### config.mk
export PLATFORM = sky130hd
export DESIGN_NAME = ort_cell
export DESIGN_NICKNAME = d
export VERILOG_FILES = /design/src/hw/rtl/ort_pkg.sv /design/src/hw/rtl/ort_cell.sv
export SDC_FILE = /design/constraint.sdc
export NUM_CORES = 1
export LEC_CHECK = 0
export ABC_AREA = 1
export BUFFER_PORTS_ARGS = -buffer_cell sky130_fd_sc_hd__buf_2
export CORE_AREA = 3 3 388 390
export CTS_CLUSTER_SIZE = 12
export DETAILED_ROUTE_END_ITERATION = 12
export DIE_AREA = 0 0 391 393
export PLACE_DENSITY_LB_ADDON = 0.2
export SYNTH_ARGS = -nofsm -noshare
export SYNTH_HDL_FRONTEND = slang
export SYNTH_SLANG_ARGS = --single-unit
### constraint.sdc
create_clock -name clock -period 28.8 [get_ports clock]
set_input_delay 1.44 -clock clock [delete_from_list [all_inputs] [get_ports clock]]
set_output_delay 1.44 -clock clock [all_outputs]
set_load 0.01 [all_outputs]
### src/hw/rtl/ort_pkg.sv
// Ordered record table: shared types, request and status codes.
// No dependencies; the cell, the controller and the top import this package.
package ort_pkg;

   localparam logic [2:0] REQ_CLEAR  = 3'd0;
   localparam logic [2:0] REQ_INSERT = 3'd1;
   localparam logic [2:0] REQ_APPEND = 3'd2;
   localparam logic [2:0] REQ_DELETE = 3'd3;
   localparam logic [2:0] REQ_READ   = 3'd4;
   localparam logic [2:0] REQ_FIND   = 3'd5;

   localparam logic [1:0] STAT_OK       = 2'd0;
   localparam logic [1:0] STAT_FULL     = 2'd1;
   localparam logic [1:0] STAT_BAD_POS  = 2'd2;
   localparam logic [1:0] STAT_NOTFOUND = 2'd3;

   typedef struct packed {
      logic [15:0] key_high;
      logic [63:0] key_low;
      logic [63:0] name_word0;
      logic [63:0] name_word1;
      logic [31:0] name_word2;
      logic [7:0]  age;
   } record_type;

   typedef enum logic [1:0] {
      CELL_HOLD,
      CELL_INSERT,
      CELL_DELETE,
      CELL_ROTATE
   } cell_op_type;

   typedef struct packed {
      cell_op_type op;
      record_type  wr;
   } cell_ctrl_type;

   typedef enum logic {
      ST_IDLE,
      ST_SCAN
   } state_type;

   typedef struct packed {
      logic [1:0] status;
      logic [7:0] found_position;
      logic [7:0] length;
      record_type rec;
   } rsp_type;

endpackage

### src/hw/rtl/ort_cell.sv
// One storage cell of the record chain: holds a record, takes new data,
// its left or its right neighbor's record. Depends on ort_pkg.
module ort_cell
   import ort_pkg::*;
#(
   parameter int TABLE_DEPTH = 128,
   parameter int CELL_INDEX  = 0,
   localparam int AW = $clog2(TABLE_DEPTH)
) (
   input  logic          clock,
   input  cell_ctrl_type ctrl,
   input  logic [AW-1:0] index,
   input  record_type    left_rec,
   input  record_type    right_rec,
   output record_type    rec
);

   localparam logic [AW-1:0] MY_INDEX = AW'(CELL_INDEX);

   record_type rec_ff;
   record_type rec_in;

   always_comb begin
      rec_in = rec_ff;
      case (ctrl.op)
         CELL_INSERT: begin
            if (MY_INDEX == index) begin
               rec_in = ctrl.wr;
            end else if (MY_INDEX > index) begin
               rec_in = left_rec;
            end
         end
         CELL_DELETE: begin
            if (MY_INDEX >= index) begin
               rec_in = right_rec;
            end
         end
         CELL_ROTATE: rec_in = right_rec;
         default:     rec_in = rec_ff;
      endcase
   end

   always_ff @(posedge clock) begin
      rec_ff <= rec_in;
   end

   assign rec = rec_ff;

endmodule

==> flow_summary.yaml <==
setup_path:
  cp.arrival_ps: 5660
  end_kind: "register"
  cp_max_fo: 88
  worstPathRequired_ps: 29000
  cp-start-kind: "primary input"
  crit_type: "primary input to register"
logic_synthesis:
  ys_async_sr_fraction_pct: 0
  synthTopCellsByArea: "edfxtp_1, nand3_1, nand2_1"
  yosysWarnings: 0
  synth_edf_count: 248
  yosys.cell_types.count: 18
  syn_nets: 2917
  synth-main-ff-cell: "edfxtp_1"
  synthCells: 2163
  ys_seq_elements: 248
  synth_area_per_cell_um2: 7.44
  synth_common_cells: "nand2_1, inv_1, nand3_1"
  yosysTopAreaCellShare_pct: 46.3
  synth_top_area_cell: "edfxtp_1"
  yosysMostFrequentCell: "nand2_1"
  synth_area_mm2: 0.0161
  yosysSeqAreaShare_pct: 46.3
cts:
  post_cts_resized: 0
  clockRootBuffer: "clkbuf_16"
  post-cts-setup-buffers: 0
  clkSinkCount: 248
  htree_num_levels: 2
  clock_path_buffers: 3
  clk_pin_slew_ps: 60
  cts_tree: "done"
  numCtsBuffers: 37
  cts.hold.buffers_added: 0
layout:
  instances_no_fill: 5040
  largest_reg_flops: 248
  drive_gt1_share_pct: 35.3
  fin_area_mm2: 0.0239
  area_growth_pct: 48.7
  fin_nets: 3818
global_routing:
  grt_pass1_wl_mm: 137
  grt-ovfl-total: 0
  grt_usage_pct: 12.5
  grt_max_degree: 134
  grt_pass1_vias: 18300
  antenna_found_initial: 50
place:
  pre_cts_slack_ps: 22620
  port_buffers: 1001
  dpl_cell_area_mm2: 0.0227
  routabilityCongestion: 0.880
  placed_cells: 4955
  dp_hpwl_mm: 78.2
power:
  combPwrFrac_pct: 18.8
  pwr-share-seq_pct: 39.5
  p_total_mw: 1.11
  p_switching_mw: 0.330
  leakage_nw: 11.9
  pwr_density_cell_mw_per_mm2: 46.3
  intPower_mw: 0.778
  ir_drop_v: 0.0000313
  clockPowerShare_pct: 41.6
  p_sw_share_pct: 29.8
detailed_routing:
  drt-total-wl_mm: 102
  drt-pass1-iter-count: 5
  drcViolationCount: 0
  routedWlPerCell_um: 20.3
  vias: 18200
  routed_via_density: 3.61
  drtAntennaViolNets: 0
  drt_iter0_drc: 1061
floorplanning:
  die_h_um: 393
  core_area_mm2: 0.147
  start_util_pct: 10.9
  io_pins: 1002
  design.die.area_mm2: 0.154
  fp.dieW_um: 391
  row_count: 141
run_status:
  outcome: "completed"
min_path:
  min_from: "right_rec[202]"
  worstHoldPathCells: 3
  timing.hold.worst_endpoint: "rec[202]"
  hp-class: "primary input to register"
run:
  maxCapViolCount: 0
sta:
  setup_violations: 0
  tightest_slew_ps: 966
  layout_setup_ws_ps: 23340
  slew_headroom_pct: 35.6
  period_share_pct: 19.0
  rsz0062_at_grt: "false"
  timing.fmax_mhz: 183
  post-route-min-period_ps: 5460
  fin_tns_setup_ps: 0
  finalHoldViolCount: 0
  drv_slew: 0
## worst max-delay path: stages
cell	delay (ps)
buf_2	100
nor2_1	290
nand2_8	380
inv_8	580
nand2_1	190
a21oi_4	490
buf_4	540
buf_4	630
buf_4	640
## cells by family (layout without fill, tap and decap cells)
family	after synthesis	in the layout	share of synthesized area (%)
flip-flops	248	248	46.3
buffers and inverters	664	1593	18.4
AND/OR/NAND/NOR	1002	1002	27.3
AO/OA/AOI/OAI	249	249	7.98
other	0	18	0
## per-layer routing
layer / global-route usage [%] / routed length, um / up-vias
met5: 0 / 92 / -
met1: 14.7 / 40700 / 8536
met2: 21.3 / 49600 / 769
li1: - / - / 8702
met3: 3.55 / 8070 / 158
met4: 4.71 / 3680 / 18
## layout make-up
class                           instances  area [um^2]
Fill cell                           17200       124000
Sequential cell                       248         7450
Multi-Input combinational cell       1251         5720
Timing Repair Buffer                 1025         5240
Tap cell                             1930         2410
Inverter                              501         1900
Clock buffer                           47          985
Clock inverter                         20          189
Antenna cell                           18         45.0
## cells in the final DEF (no fill, tap or decap), drive strengths merged
cell,synthesis,layout
nand3,496,496
diode,0,18
edfxtp,248,248
clkinv,0,16
clkbuf,35,47
a21oi,1,1
bufinv,0,3
inv,501,502
nand2,501,501
o21ai,248,248
nor2,5,5
buf,128,1025
## metrics by stage
step / hold slack [ps] / util [%]
floorplan: 1630 / -
global route: 1080 / 16.2
CTS: 1050 / 16.2
global placement: 1710 / 15.4
detailed placement: 1710 / 15.4
finish: 1130 / 16.2
## worst max path at each step
stage                           to  startpoint
after global placement     rec[70]    index[1]
final                     rec[125]    index[1]
after floorplan             rec[0]    index[4]
after detailed placement   rec[50]    index[1]
after global routing      rec[123]    index[3]
after CTS                 rec[122]    index[1]
## power groups by stage
| stage | registers, mW | logic (mW) | clock network, mW |
|---|---|---|---|
| finish | 0.438 | 0.209 | 0.461 |
| CTS | 0.439 | 0.214 | 0.487 |
| global placement | 0.446 | 0.214 | 0 |
| floorplan | 0.466 | 0.0769 | 0 |
| detailed placement | 0.446 | 0.213 | 0 |
| global route | 0.440 | 0.231 | 0.496 |
(Power assumes the default switching activity.)
