==> src/hw/rtl/ort_pkg.sv <==
// Ordered record table: shared types, request and status codes.
// No dependencies; the cell, the controller and the top import this package.
package ort_pkg;

   localparam logic [2:0] REQ_CLEAR  = 3'd0;
   localparam logic [2:0] REQ_INSERT = 3'd1;
   localparam logic [2:0] REQ_APPEND = 3'd2;
   localparam logic [2:0] REQ_DELETE = 3'd3;
   localparam logic [2:0] REQ_READ   = 3'd4;
   localparam logic [2:0] REQ_FIND   = 3'd5;

   localparam logic [1:0] STAT_OK       = 2'd0;
   localparam logic [1:0] STAT_FULL     = 2'd1;
   localparam logic [1:0] STAT_BAD_POS  = 2'd2;
   localparam logic [1:0] STAT_NOTFOUND = 2'd3;

   typedef struct packed {
      logic [15:0] key_high;
      logic [63:0] key_low;
      logic [63:0] name_word0;
      logic [63:0] name_word1;
      logic [31:0] name_word2;
      logic [7:0]  age;
   } record_type;

   typedef enum logic [1:0] {
      CELL_HOLD,
      CELL_INSERT,
      CELL_DELETE,
      CELL_ROTATE
   } cell_op_type;

   typedef struct packed {
      cell_op_type op;
      record_type  wr;
   } cell_ctrl_type;

   typedef enum logic {
      ST_IDLE,
      ST_SCAN
   } state_type;

   typedef struct packed {
      logic [1:0] status;
      logic [7:0] found_position;
      logic [7:0] length;
      record_type rec;
   } rsp_type;

endpackage

==> src/hw/rtl/ort_req_if.sv <==
// Request channel of the ordered record table: valid/ready plus request fields.
// No dependencies.
interface ort_req_if;
   logic        valid;
   logic        ready;
   logic [2:0]  req_type;
   logic [7:0]  position;
   logic [15:0] key_high;
   logic [63:0] key_low;
   logic [63:0] name_word0;
   logic [63:0] name_word1;
   logic [31:0] name_word2;
   logic [7:0]  age;

   modport source (output valid, req_type, position, key_high, key_low,
                   name_word0, name_word1, name_word2, age, input ready);
   modport sink (input valid, req_type, position, key_high, key_low,
                 name_word0, name_word1, name_word2, age, output ready);
endinterface

==> src/hw/rtl/ort_rsp_if.sv <==
// Response channel of the ordered record table: valid/ready plus result fields.
// No dependencies.
interface ort_rsp_if;
   logic        valid;
   logic        ready;
   logic [1:0]  status;
   logic [7:0]  found_position;
   logic [7:0]  length;
   logic [15:0] out_key_high;
   logic [63:0] out_key_low;
   logic [63:0] out_name_word0;
   logic [63:0] out_name_word1;
   logic [31:0] out_name_word2;
   logic [7:0]  out_age;

   modport source (output valid, status, found_position, length, out_key_high,
                   out_key_low, out_name_word0, out_name_word1, out_name_word2,
                   out_age, input ready);
   modport sink (input valid, status, found_position, length, out_key_high,
                 out_key_low, out_name_word0, out_name_word1, out_name_word2,
                 out_age, output ready);
endinterface

==> src/hw/rtl/ort_ctrl.sv <==
// Ordered record table controller: request decode, length, ring scan for
// read and find, two-entry response queue. Depends on ort_pkg, ort_req_if, ort_rsp_if.
module ort_ctrl
   import ort_pkg::*;
#(
   parameter int TABLE_DEPTH = 128,
   localparam int AW = $clog2(TABLE_DEPTH),
   localparam int CW = $clog2(TABLE_DEPTH + 1),
   localparam int PW = (CW > 8) ? CW : 8
) (
   input  logic          clock,
   input  logic          reset,
   ort_req_if.sink       req_chan,
   ort_rsp_if.source     rsp_chan,
   input  record_type    head_rec,
   output cell_ctrl_type cell_ctrl,
   output logic [AW-1:0] cell_index
);

   localparam logic [AW-1:0] LAST_STEP = AW'(TABLE_DEPTH - 1);

   state_type     state_ff, state_in;
   logic [CW-1:0] count_ff, count_in;
   logic [AW-1:0] step_ff, step_in;
   logic          is_find_ff, is_find_in;
   logic          hit_ff, hit_in;
   logic [PW-1:0] found_ff, found_in;
   logic [AW-1:0] target_ff, target_in;
   logic [79:0]   key_ff, key_in;
   record_type    rd_rec_ff, rd_rec_in;
   rsp_type       q0_ff, q0_in, q1_ff, q1_in;
   logic [1:0]    qcnt_ff, qcnt_in;

   record_type    req_rec;
   logic          accept, push, pop, start_scan, last_step, cur_hit;
   rsp_type       rsp_new;
   logic [PW-1:0] pos_ext, pos_m1, count_ext, len_w, step_w;
   logic          pos_zero, full;

   assign req_rec.key_high   = req_chan.key_high;
   assign req_rec.key_low    = req_chan.key_low;
   assign req_rec.name_word0 = req_chan.name_word0;
   assign req_rec.name_word1 = req_chan.name_word1;
   assign req_rec.name_word2 = req_chan.name_word2;
   assign req_rec.age        = req_chan.age;

   assign req_chan.ready = (state_ff == ST_IDLE) && (qcnt_ff != 2'd2);
   assign accept         = req_chan.valid && req_chan.ready;

   assign pos_ext   = PW'(req_chan.position);
   assign pos_m1    = pos_ext - PW'(1);
   assign pos_zero  = (req_chan.position == 8'd0);
   assign count_ext = PW'(count_ff);
   assign full      = (count_ext >= PW'(TABLE_DEPTH));
   assign last_step = (step_ff == LAST_STEP);
   assign step_w    = PW'(step_ff) + PW'(1);
   assign cur_hit   = is_find_ff && !hit_ff && (CW'(step_ff) < count_ff)
                      && (head_rec.key_high == key_ff[79:64])
                      && (head_rec.key_low == key_ff[63:0]);

   // next state
   always_comb begin
      state_in = state_ff;
      unique case (state_ff)
         ST_IDLE: if (accept && start_scan) state_in = ST_SCAN;
         ST_SCAN: if (last_step) state_in = ST_IDLE;
         default: state_in = ST_IDLE;
      endcase
   end

   // datapath and outputs
   always_comb begin
      cell_ctrl.op = CELL_HOLD;
      cell_ctrl.wr = req_rec;
      cell_index   = pos_m1[AW-1:0];
      count_in     = count_ff;
      step_in      = step_ff;
      is_find_in   = is_find_ff;
      hit_in       = hit_ff;
      found_in     = found_ff;
      target_in    = target_ff;
      key_in       = key_ff;
      rd_rec_in    = rd_rec_ff;
      start_scan   = 1'b0;
      push         = 1'b0;
      rsp_new      = '0;
      len_w        = '0;

      unique case (state_ff)
         ST_IDLE: begin
            if (accept) begin
               push = 1'b1;
               case (req_chan.req_type)
                  REQ_CLEAR: count_in = '0;
                  REQ_INSERT: begin
                     if (full) begin
                        rsp_new.status = STAT_FULL;
                     end else if (pos_zero || (pos_m1 > count_ext)) begin
                        rsp_new.status = STAT_BAD_POS;
                     end else begin
                        cell_ctrl.op = CELL_INSERT;
                        count_in     = count_ff + CW'(1);
                     end
                  end
                  REQ_APPEND: begin
                     if (full) begin
                        rsp_new.status = STAT_FULL;
                     end else begin
                        cell_ctrl.op = CELL_INSERT;
                        cell_index   = count_ff[AW-1:0];
                        count_in     = count_ff + CW'(1);
                     end
                  end
                  REQ_DELETE: begin
                     if (pos_zero || (pos_ext > count_ext)) begin
                        rsp_new.status = STAT_BAD_POS;
                     end else begin
                        cell_ctrl.op = CELL_DELETE;
                        count_in     = count_ff - CW'(1);
                     end
                  end
                  REQ_READ: begin
                     if (pos_zero || (pos_ext > count_ext)) begin
                        rsp_new.status = STAT_BAD_POS;
                     end else begin
                        push       = 1'b0;
                        start_scan = 1'b1;
                        is_find_in = 1'b0;
                        target_in  = pos_m1[AW-1:0];
                     end
                  end
                  REQ_FIND: begin
                     push       = 1'b0;
                     start_scan = 1'b1;
                     is_find_in = 1'b1;
                     key_in     = {req_chan.key_high, req_chan.key_low};
                  end
                  default: rsp_new.status = STAT_OK;
               endcase
               step_in  = '0;
               hit_in   = 1'b0;
               found_in = '0;
               len_w    = PW'(count_in);
               rsp_new.length = len_w[7:0];
            end
         end
         ST_SCAN: begin
            cell_ctrl.op = CELL_ROTATE;
            step_in      = step_ff + AW'(1);
            if (cur_hit) begin
               hit_in   = 1'b1;
               found_in = step_w;
            end
            if (!is_find_ff && (step_ff == target_ff)) begin
               rd_rec_in = head_rec;
            end
            if (last_step) begin
               push  = 1'b1;
               len_w = count_ext;
               rsp_new.length = len_w[7:0];
               if (is_find_ff) begin
                  rsp_new.status         = hit_in ? STAT_OK : STAT_NOTFOUND;
                  rsp_new.found_position = found_in[7:0];
               end else begin
                  rsp_new.rec = rd_rec_in;
               end
            end
         end
         default: cell_ctrl.op = CELL_HOLD;
      endcase
   end

   // response queue
   assign pop = (qcnt_ff != 2'd0) && rsp_chan.ready;

   always_comb begin
      q0_in   = q0_ff;
      q1_in   = q1_ff;
      qcnt_in = qcnt_ff + {1'b0, push} - {1'b0, pop};
      if (push && ((qcnt_ff == 2'd0) || ((qcnt_ff == 2'd1) && pop))) begin
         q0_in = rsp_new;
      end else if (pop && (qcnt_ff == 2'd2)) begin
         q0_in = q1_ff;
      end
      if (push && (qcnt_ff == 2'd1) && !pop) begin
         q1_in = rsp_new;
      end
   end

   assign rsp_chan.valid          = (qcnt_ff != 2'd0);
   assign rsp_chan.status         = q0_ff.status;
   assign rsp_chan.found_position = q0_ff.found_position;
   assign rsp_chan.length         = q0_ff.length;
   assign rsp_chan.out_key_high   = q0_ff.rec.key_high;
   assign rsp_chan.out_key_low    = q0_ff.rec.key_low;
   assign rsp_chan.out_name_word0 = q0_ff.rec.name_word0;
   assign rsp_chan.out_name_word1 = q0_ff.rec.name_word1;
   assign rsp_chan.out_name_word2 = q0_ff.rec.name_word2;
   assign rsp_chan.out_age        = q0_ff.rec.age;

   always_ff @(posedge clock) begin
      if (reset) begin
         state_ff <= ST_IDLE;
         count_ff <= '0;
         qcnt_ff  <= '0;
      end else begin
         state_ff <= state_in;
         count_ff <= count_in;
         qcnt_ff  <= qcnt_in;
      end
   end

   always_ff @(posedge clock) begin
      step_ff    <= step_in;
      is_find_ff <= is_find_in;
      hit_ff     <= hit_in;
      found_ff   <= found_in;
      target_ff  <= target_in;
      key_ff     <= key_in;
      rd_rec_ff  <= rd_rec_in;
      q0_ff      <= q0_in;
      q1_ff      <= q1_in;
   end

endmodule

==> src/flat_wrapper.sv <==
// flat-port wrapper written by rule: the top's interface ports become plain ports
module ort_ctrl_flat import ort_pkg::*;
#(
   parameter int TABLE_DEPTH = 128,
   localparam int AW = $clog2(TABLE_DEPTH),
   localparam int CW = $clog2(TABLE_DEPTH + 1),
   localparam int PW = (CW > 8) ? CW : 8
)
  (clock, reset, head_rec, cell_ctrl, cell_index, req_chan_valid, req_chan_req_type, req_chan_position, req_chan_key_high, req_chan_key_low, req_chan_name_word0, req_chan_name_word1, req_chan_name_word2, req_chan_age, req_chan_ready, rsp_chan_valid, rsp_chan_status, rsp_chan_found_position, rsp_chan_length, rsp_chan_out_key_high, rsp_chan_out_key_low, rsp_chan_out_name_word0, rsp_chan_out_name_word1, rsp_chan_out_name_word2, rsp_chan_out_age, rsp_chan_ready);
  ort_req_if req_chan_i ();
  ort_rsp_if rsp_chan_i ();
  input  logic clock;
  input  logic reset;
  input  record_type head_rec;
  output cell_ctrl_type cell_ctrl;
  output logic [AW-1:0] cell_index;
  input wire logic [$bits(req_chan_i.valid)-1:0] req_chan_valid;
  input wire logic [$bits(req_chan_i.req_type)-1:0] req_chan_req_type;
  input wire logic [$bits(req_chan_i.position)-1:0] req_chan_position;
  input wire logic [$bits(req_chan_i.key_high)-1:0] req_chan_key_high;
  input wire logic [$bits(req_chan_i.key_low)-1:0] req_chan_key_low;
  input wire logic [$bits(req_chan_i.name_word0)-1:0] req_chan_name_word0;
  input wire logic [$bits(req_chan_i.name_word1)-1:0] req_chan_name_word1;
  input wire logic [$bits(req_chan_i.name_word2)-1:0] req_chan_name_word2;
  input wire logic [$bits(req_chan_i.age)-1:0] req_chan_age;
  output wire logic [$bits(req_chan_i.ready)-1:0] req_chan_ready;
  output wire logic [$bits(rsp_chan_i.valid)-1:0] rsp_chan_valid;
  output wire logic [$bits(rsp_chan_i.status)-1:0] rsp_chan_status;
  output wire logic [$bits(rsp_chan_i.found_position)-1:0] rsp_chan_found_position;
  output wire logic [$bits(rsp_chan_i.length)-1:0] rsp_chan_length;
  output wire logic [$bits(rsp_chan_i.out_key_high)-1:0] rsp_chan_out_key_high;
  output wire logic [$bits(rsp_chan_i.out_key_low)-1:0] rsp_chan_out_key_low;
  output wire logic [$bits(rsp_chan_i.out_name_word0)-1:0] rsp_chan_out_name_word0;
  output wire logic [$bits(rsp_chan_i.out_name_word1)-1:0] rsp_chan_out_name_word1;
  output wire logic [$bits(rsp_chan_i.out_name_word2)-1:0] rsp_chan_out_name_word2;
  output wire logic [$bits(rsp_chan_i.out_age)-1:0] rsp_chan_out_age;
  input wire logic [$bits(rsp_chan_i.ready)-1:0] rsp_chan_ready;
  assign req_chan_i.valid = req_chan_valid;
  assign req_chan_i.req_type = req_chan_req_type;
  assign req_chan_i.position = req_chan_position;
  assign req_chan_i.key_high = req_chan_key_high;
  assign req_chan_i.key_low = req_chan_key_low;
  assign req_chan_i.name_word0 = req_chan_name_word0;
  assign req_chan_i.name_word1 = req_chan_name_word1;
  assign req_chan_i.name_word2 = req_chan_name_word2;
  assign req_chan_i.age = req_chan_age;
  assign req_chan_ready = req_chan_i.ready;
  assign rsp_chan_valid = rsp_chan_i.valid;
  assign rsp_chan_status = rsp_chan_i.status;
  assign rsp_chan_found_position = rsp_chan_i.found_position;
  assign rsp_chan_length = rsp_chan_i.length;
  assign rsp_chan_out_key_high = rsp_chan_i.out_key_high;
  assign rsp_chan_out_key_low = rsp_chan_i.out_key_low;
  assign rsp_chan_out_name_word0 = rsp_chan_i.out_name_word0;
  assign rsp_chan_out_name_word1 = rsp_chan_i.out_name_word1;
  assign rsp_chan_out_name_word2 = rsp_chan_i.out_name_word2;
  assign rsp_chan_out_age = rsp_chan_i.out_age;
  assign rsp_chan_i.ready = rsp_chan_ready;
  ort_ctrl #(.TABLE_DEPTH(TABLE_DEPTH)) u_core (.clock(clock), .reset(reset), .req_chan(req_chan_i), .rsp_chan(rsp_chan_i), .head_rec(head_rec), .cell_ctrl(cell_ctrl), .cell_index(cell_index));
endmodule
==> config.mk <==
export PLATFORM = sky130hd
export DESIGN_NAME = ort_ctrl_flat
export DESIGN_NICKNAME = d
export VERILOG_FILES = /design/src/hw/rtl/ort_pkg.sv /design/src/hw/rtl/ort_req_if.sv /design/src/hw/rtl/ort_rsp_if.sv /design/src/hw/rtl/ort_ctrl.sv /design/src/flat_wrapper.sv
export SDC_FILE = /design/constraint.sdc
export NUM_CORES = 1
export LEC_CHECK = 0
export ABC_CLOCK_PERIOD_IN_PS = 52100
export BUFFER_PORTS_ARGS = -buffer_cell sky130_fd_sc_hd__buf_2
export CORE_AREA = 2 2 404 406
export DETAILED_ROUTE_END_ITERATION = 8
export DIE_AREA = 0 0 406 408
export PLACE_DENSITY_LB_ADDON = 0.25
export SLEW_MARGIN = 40
export SYNTH_ARGS = -nofsm -noshare
export SYNTH_HDL_FRONTEND = slang
export SYNTH_SLANG_ARGS = --single-unit
==> constraint.sdc <==
create_clock -name clock -period 52.1 [get_ports clock]
set_input_delay 2.605 -clock clock [delete_from_list [all_inputs] [get_ports clock]]
set_output_delay 2.605 -clock clock [all_outputs]
set_load 0.005 [all_outputs]
==> impl_metrics.py <==
metrics = {
    "run_status": {
        "outcome": "complete, no violations",
    },
    "cells_and_area": {
        "drive_gt1_share_pct": 29.5,
        "layout.nets": 3794,
        "postLayoutCellArea_um2": 47500,
        "nFillCells": 16454,
        "syn_to_final_growth_pct": 18.9,
    },
    "timing": {
        "whs_ns": 0.488,
        "tns_ns": 0,
        "final.setup_skew_ns": 0.0522,
        "fin_ws_ns": 44.06,
        "worst_slew_pin_slew_ns": 0.857,
        "setup_viol": 0,
        "slew_violations": 0,
        "slew_headroom_pct": 42.8,
        "layout_min_cycle_time_ns": 8.04,
        "finalHoldViolations": 0,
        "fmax_mhz": 124,
        "grt_setup_unrepaired": "no",
        "fin_crit_sh_pct": 15.4,
    },
    "worst_setup_path": {
        "r2r_slack_ns": 46.16,
        "critPathSlowestCell": "or3_1",
        "startpoint_type": "primary input",
        "path_delay_family": "buffers and inverters",
        "arrival_ns": 5.44,
        "r2r.worst_path.cells": 11,
        "critPathKind": "primary input to primary output",
        "worstSetupStartpoint": "req_chan_position[0]",
        "cpPeakStageDelay_ns": 0.38,
        "path_cells": "buf_2, inv_1, ha_1, inv_1, or3_1, xnor2_1, ha_1, nand4_1, a21oi_1, o22ai_1, buf_4, a31oi_1, o31ai_1, buf_2",
        "worst_setup_path_end_kind": "primary output",
        "rr_endpoint": "u_core.q1_ff[136]$_DFFE_PP_",
        "cp.required_ns": 49.50,
        "crit_buf_inv": 5,
        "cp_max_fo": 14,
        "crit_cells": 14,
        "r2r-start": "u_core.count_ext[7]$_SDFFE_PP0P_",
    },
    "placement": {
        "dp_hpwl_um": 89900,
        "postPlaceCellArea_um2": 44100,
        "port_buffers": 699,
        "pre_cts_slack_ns": 44.12,
        "gp_congestion": 0.866,
    },
    "floorplanning": {
        "die_width_um": 406,
        "ios": 1036,
        "core_um2": 162000,
        "fp.dieH_um": 408,
        "dieArea_um2": 166000,
        "std_cell_rows": 148,
        "start_util_pct": 24.7,
    },
    "synth": {
        "netlist_area_um2": 39900,
        "synth_cells": 2763,
        "ys_ff_latch": 895,
        "synthTopCellsByArea": "edfxtp_1, mux2i_1, mux2_1, buf_4, nor2_1",
        "ys_seq_area_share_pct": 67.1,
        "avgSynthCellArea_um2": 14.4,
        "synth-edff-count": 884,
        "synth_top_cell_area_share_pct": 66.5,
        "syn-num-nets": 3304,
        "synth-async-reset-ratio_pct": 0,
        "yosys.area.top_type": "edfxtp_1",
        "synth_ff_type": "edfxtp_1",
        "yosysWarnings": 0,
        "synth.distinct_cells": 66,
    },
    "detailed_routing": {
        "drt_iter0_markers": 1295,
        "via_count": 23156,
        "ant_nets": 0,
        "dr.pass1.iters": 5,
        "wl_per_cell_um": 22.9,
        "drc_errors": 0,
        "routed_via_density": 4.20,
        "drt-total-wl_um": 126000,
    },
    "clock_tree": {
        "cts.path.max_buffers": 3,
        "clk_pin_slew_worst_paths_ns": 0.06,
        "clk_latency_ns": 0.72,
        "cts-root-buf": "clkbuf_16",
        "post-cts-setup-buffers": 0,
        "cts.sinks": 895,
        "cts_resized": 0,
        "cts_hold_buf": 0,
        "cts_tree": "done",
        "numCtsBuffers": 104,
        "htree_levels": 3,
    },
    "hold_path": {
        "hold_path_end": "u_core.rsp_chan.out_key_low[49]$_DFFE_PP_",
        "holdCritStartpoint": "u_core.q1_ff[217]$_DFFE_PP_",
        "hp-class": "flip-flop to flip-flop",
        "hold_path_depth": 1,
    },
    "global_routing": {
        "grt_use_total_pct": 14.8,
        "grt_pass1_vias": 23446,
        "grt_pass1_wl_um": 177000,
        "grt_overflow": 0,
        "grt_max_degree": 122,
        "antenna_found_initial": 34,
    },
    "run": {
        "drv_cap": 0,
    },
    "power_and_ir_drop": {
        "powerDensity_nw_per_um2": 43.6,
        "leakagePower_nw": 19.9,
        "vdd_drop_max_mv": 0.0295,
    },
}
## sequential cells by signal, summed over array words and instances, names as in the netlist, 2 cells and up
| signal | cells |
|---|---|
| u_core.rd_rec_ff | 248 |
| u_core.rsp_chan.out_key_high | 16 |
| u_core.rsp_chan.length | 8 |
| u_core.target_ff | 7 |
| u_core.rsp_chan.status | 2 |
| u_core.rsp_chan.out_name_word2 | 32 |
| u_core.rsp_chan.out_key_low | 64 |
| u_core.rsp_chan.found_position | 8 |
| u_core.rsp_chan.out_name_word0 | 64 |
| u_core.found_ff | 8 |
| u_core.rsp_chan.out_name_word1 | 64 |
| u_core.q1_ff | 266 |
| u_core.rsp_chan.out_age | 8 |
| u_core.qcnt_ff | 2 |
| u_core.step_ff | 7 |
| u_core.key_ff | 80 |
| u_core.count_ext | 8 |
## synthesized netlist by cell type, types with 4 or more instances
library cell,number
buf_1,24
nor3_1,11
nand4_1,18
a2111oi_0,4
o31ai_1,4
ha_1,30
buf_8,12
a31oi_1,16
xor2_1,38
o21ai_0,18
xnor2_1,45
inv_1,285
a221oi_1,5
nor2_1,297
nand3_1,12
o22ai_1,8
clkbuf_1,50
nor4_1,14
mux2_1,184
and2_1,14
or3_1,4
o21ai_1,4
nor2b_1,16
edfxtp_1,884
and3_1,8
mux2_2,81
nand2_1,47
o211ai_1,10
dfxtp_1,11
mux2i_1,250
buf_6,10
buf_4,257
a21oi_1,30
nand2b_1,11
a211oi_1,6
## through the flow
step                power (W)  std cells  util (%)
floorplan             0.00128       2763         -
global placement      0.00138       5317      27.2
detailed placement    0.00138       5320      27.3
CTS                   0.00211       5510      29.3
global route          0.00217       5514      29.3
finish                0.00207       5519      29.4
## cell families after synthesis
family / synth area share (%)
compound gates: 2.20
simple gates: 5.24
buf+inv: 8.97
mux: 13.7
flops: 67.1
xor+xnor: 1.82
fa+ha+maj: 0.941
## area by class of cell
| type | count | area [um^2] | share of cell area (%) |
|---|---|---|---|
| Antenna cell | 7 | 17.5 | 0.0369 |
| Clock buffer | 137 | 2780 | 5.85 |
| Clock inverter | 53 | 527 | 1.11 |
| Inverter | 286 | 1070 | 2.26 |
| Multi-Input combinational cell | 1228 | 9660 | 20.4 |
| Sequential cell | 895 | 26800 | 56.4 |
| Tap cell | 2175 | 2720 | 5.73 |
| Timing Repair Buffer | 738 | 3910 | 8.23 |
## worst reg2reg max path: cells and delay by family, from the launching register on
family          cells  cell delay [ns]
buf+inv             5             2.78
simple gates        3             0.88
flops               1             0.71
compound gates      2             0.64
fa+ha+maj           1             0.48
## per-layer routing
metal,GRT usage [%],part of all wire [%],up-vias
li1,-,-,10611
met1,18.8,42,11404
met2,22.9,45,892
met3,6.47,11,209
met4,3.68,2.0,40
met5,0.380,0.24,-
## placed cells by master (no fill, tap or decap), types with 9 or more instances in the layout
cell / n
edfxtp_1: 884
mux2_2: 81
buf_2: 699
nand2_1: 46
a21oi_1: 30
nor4_1: 11
a31oi_1: 16
xor2_1: 37
nand2b_1: 10
nand3_1: 12
clkbuf_1: 29
o21ai_0: 17
buf_6: 13
inv_1: 285
nor2_1: 297
ha_1: 30
clkbuf_16: 105
mux2_1: 184
buf_4: 20
nor2b_1: 16
nor3_1: 9
mux2i_1: 249
clkinv_2: 13
o211ai_1: 10
nand4_1: 18
xnor2_1: 43
dfxtp_1: 10
and2_1: 13
clkinv_1: 20
## power breakdown
part	internal, W	total [W]	switching, W
Combinational	0.000137	0.000377	0.000240
Sequential	0.000942	0.000979	0.0000371
Clock	0.000403	0.000711	0.000309
## worst max path at each step
stage	end	slack [ns]
final	cell_ctrl[248]	44.06
after global routing	cell_ctrl[248]	43.88
after CTS	cell_ctrl[248]	44.10
after detailed placement	cell_ctrl[248]	44.12
after global placement	u_core.q1_ff[124]$_DFFE_PP_	43.74
after floorplan	u_core.q1_ff[0]$_DFFE_PP_	23.84
(Power assumes the default switching activity.)
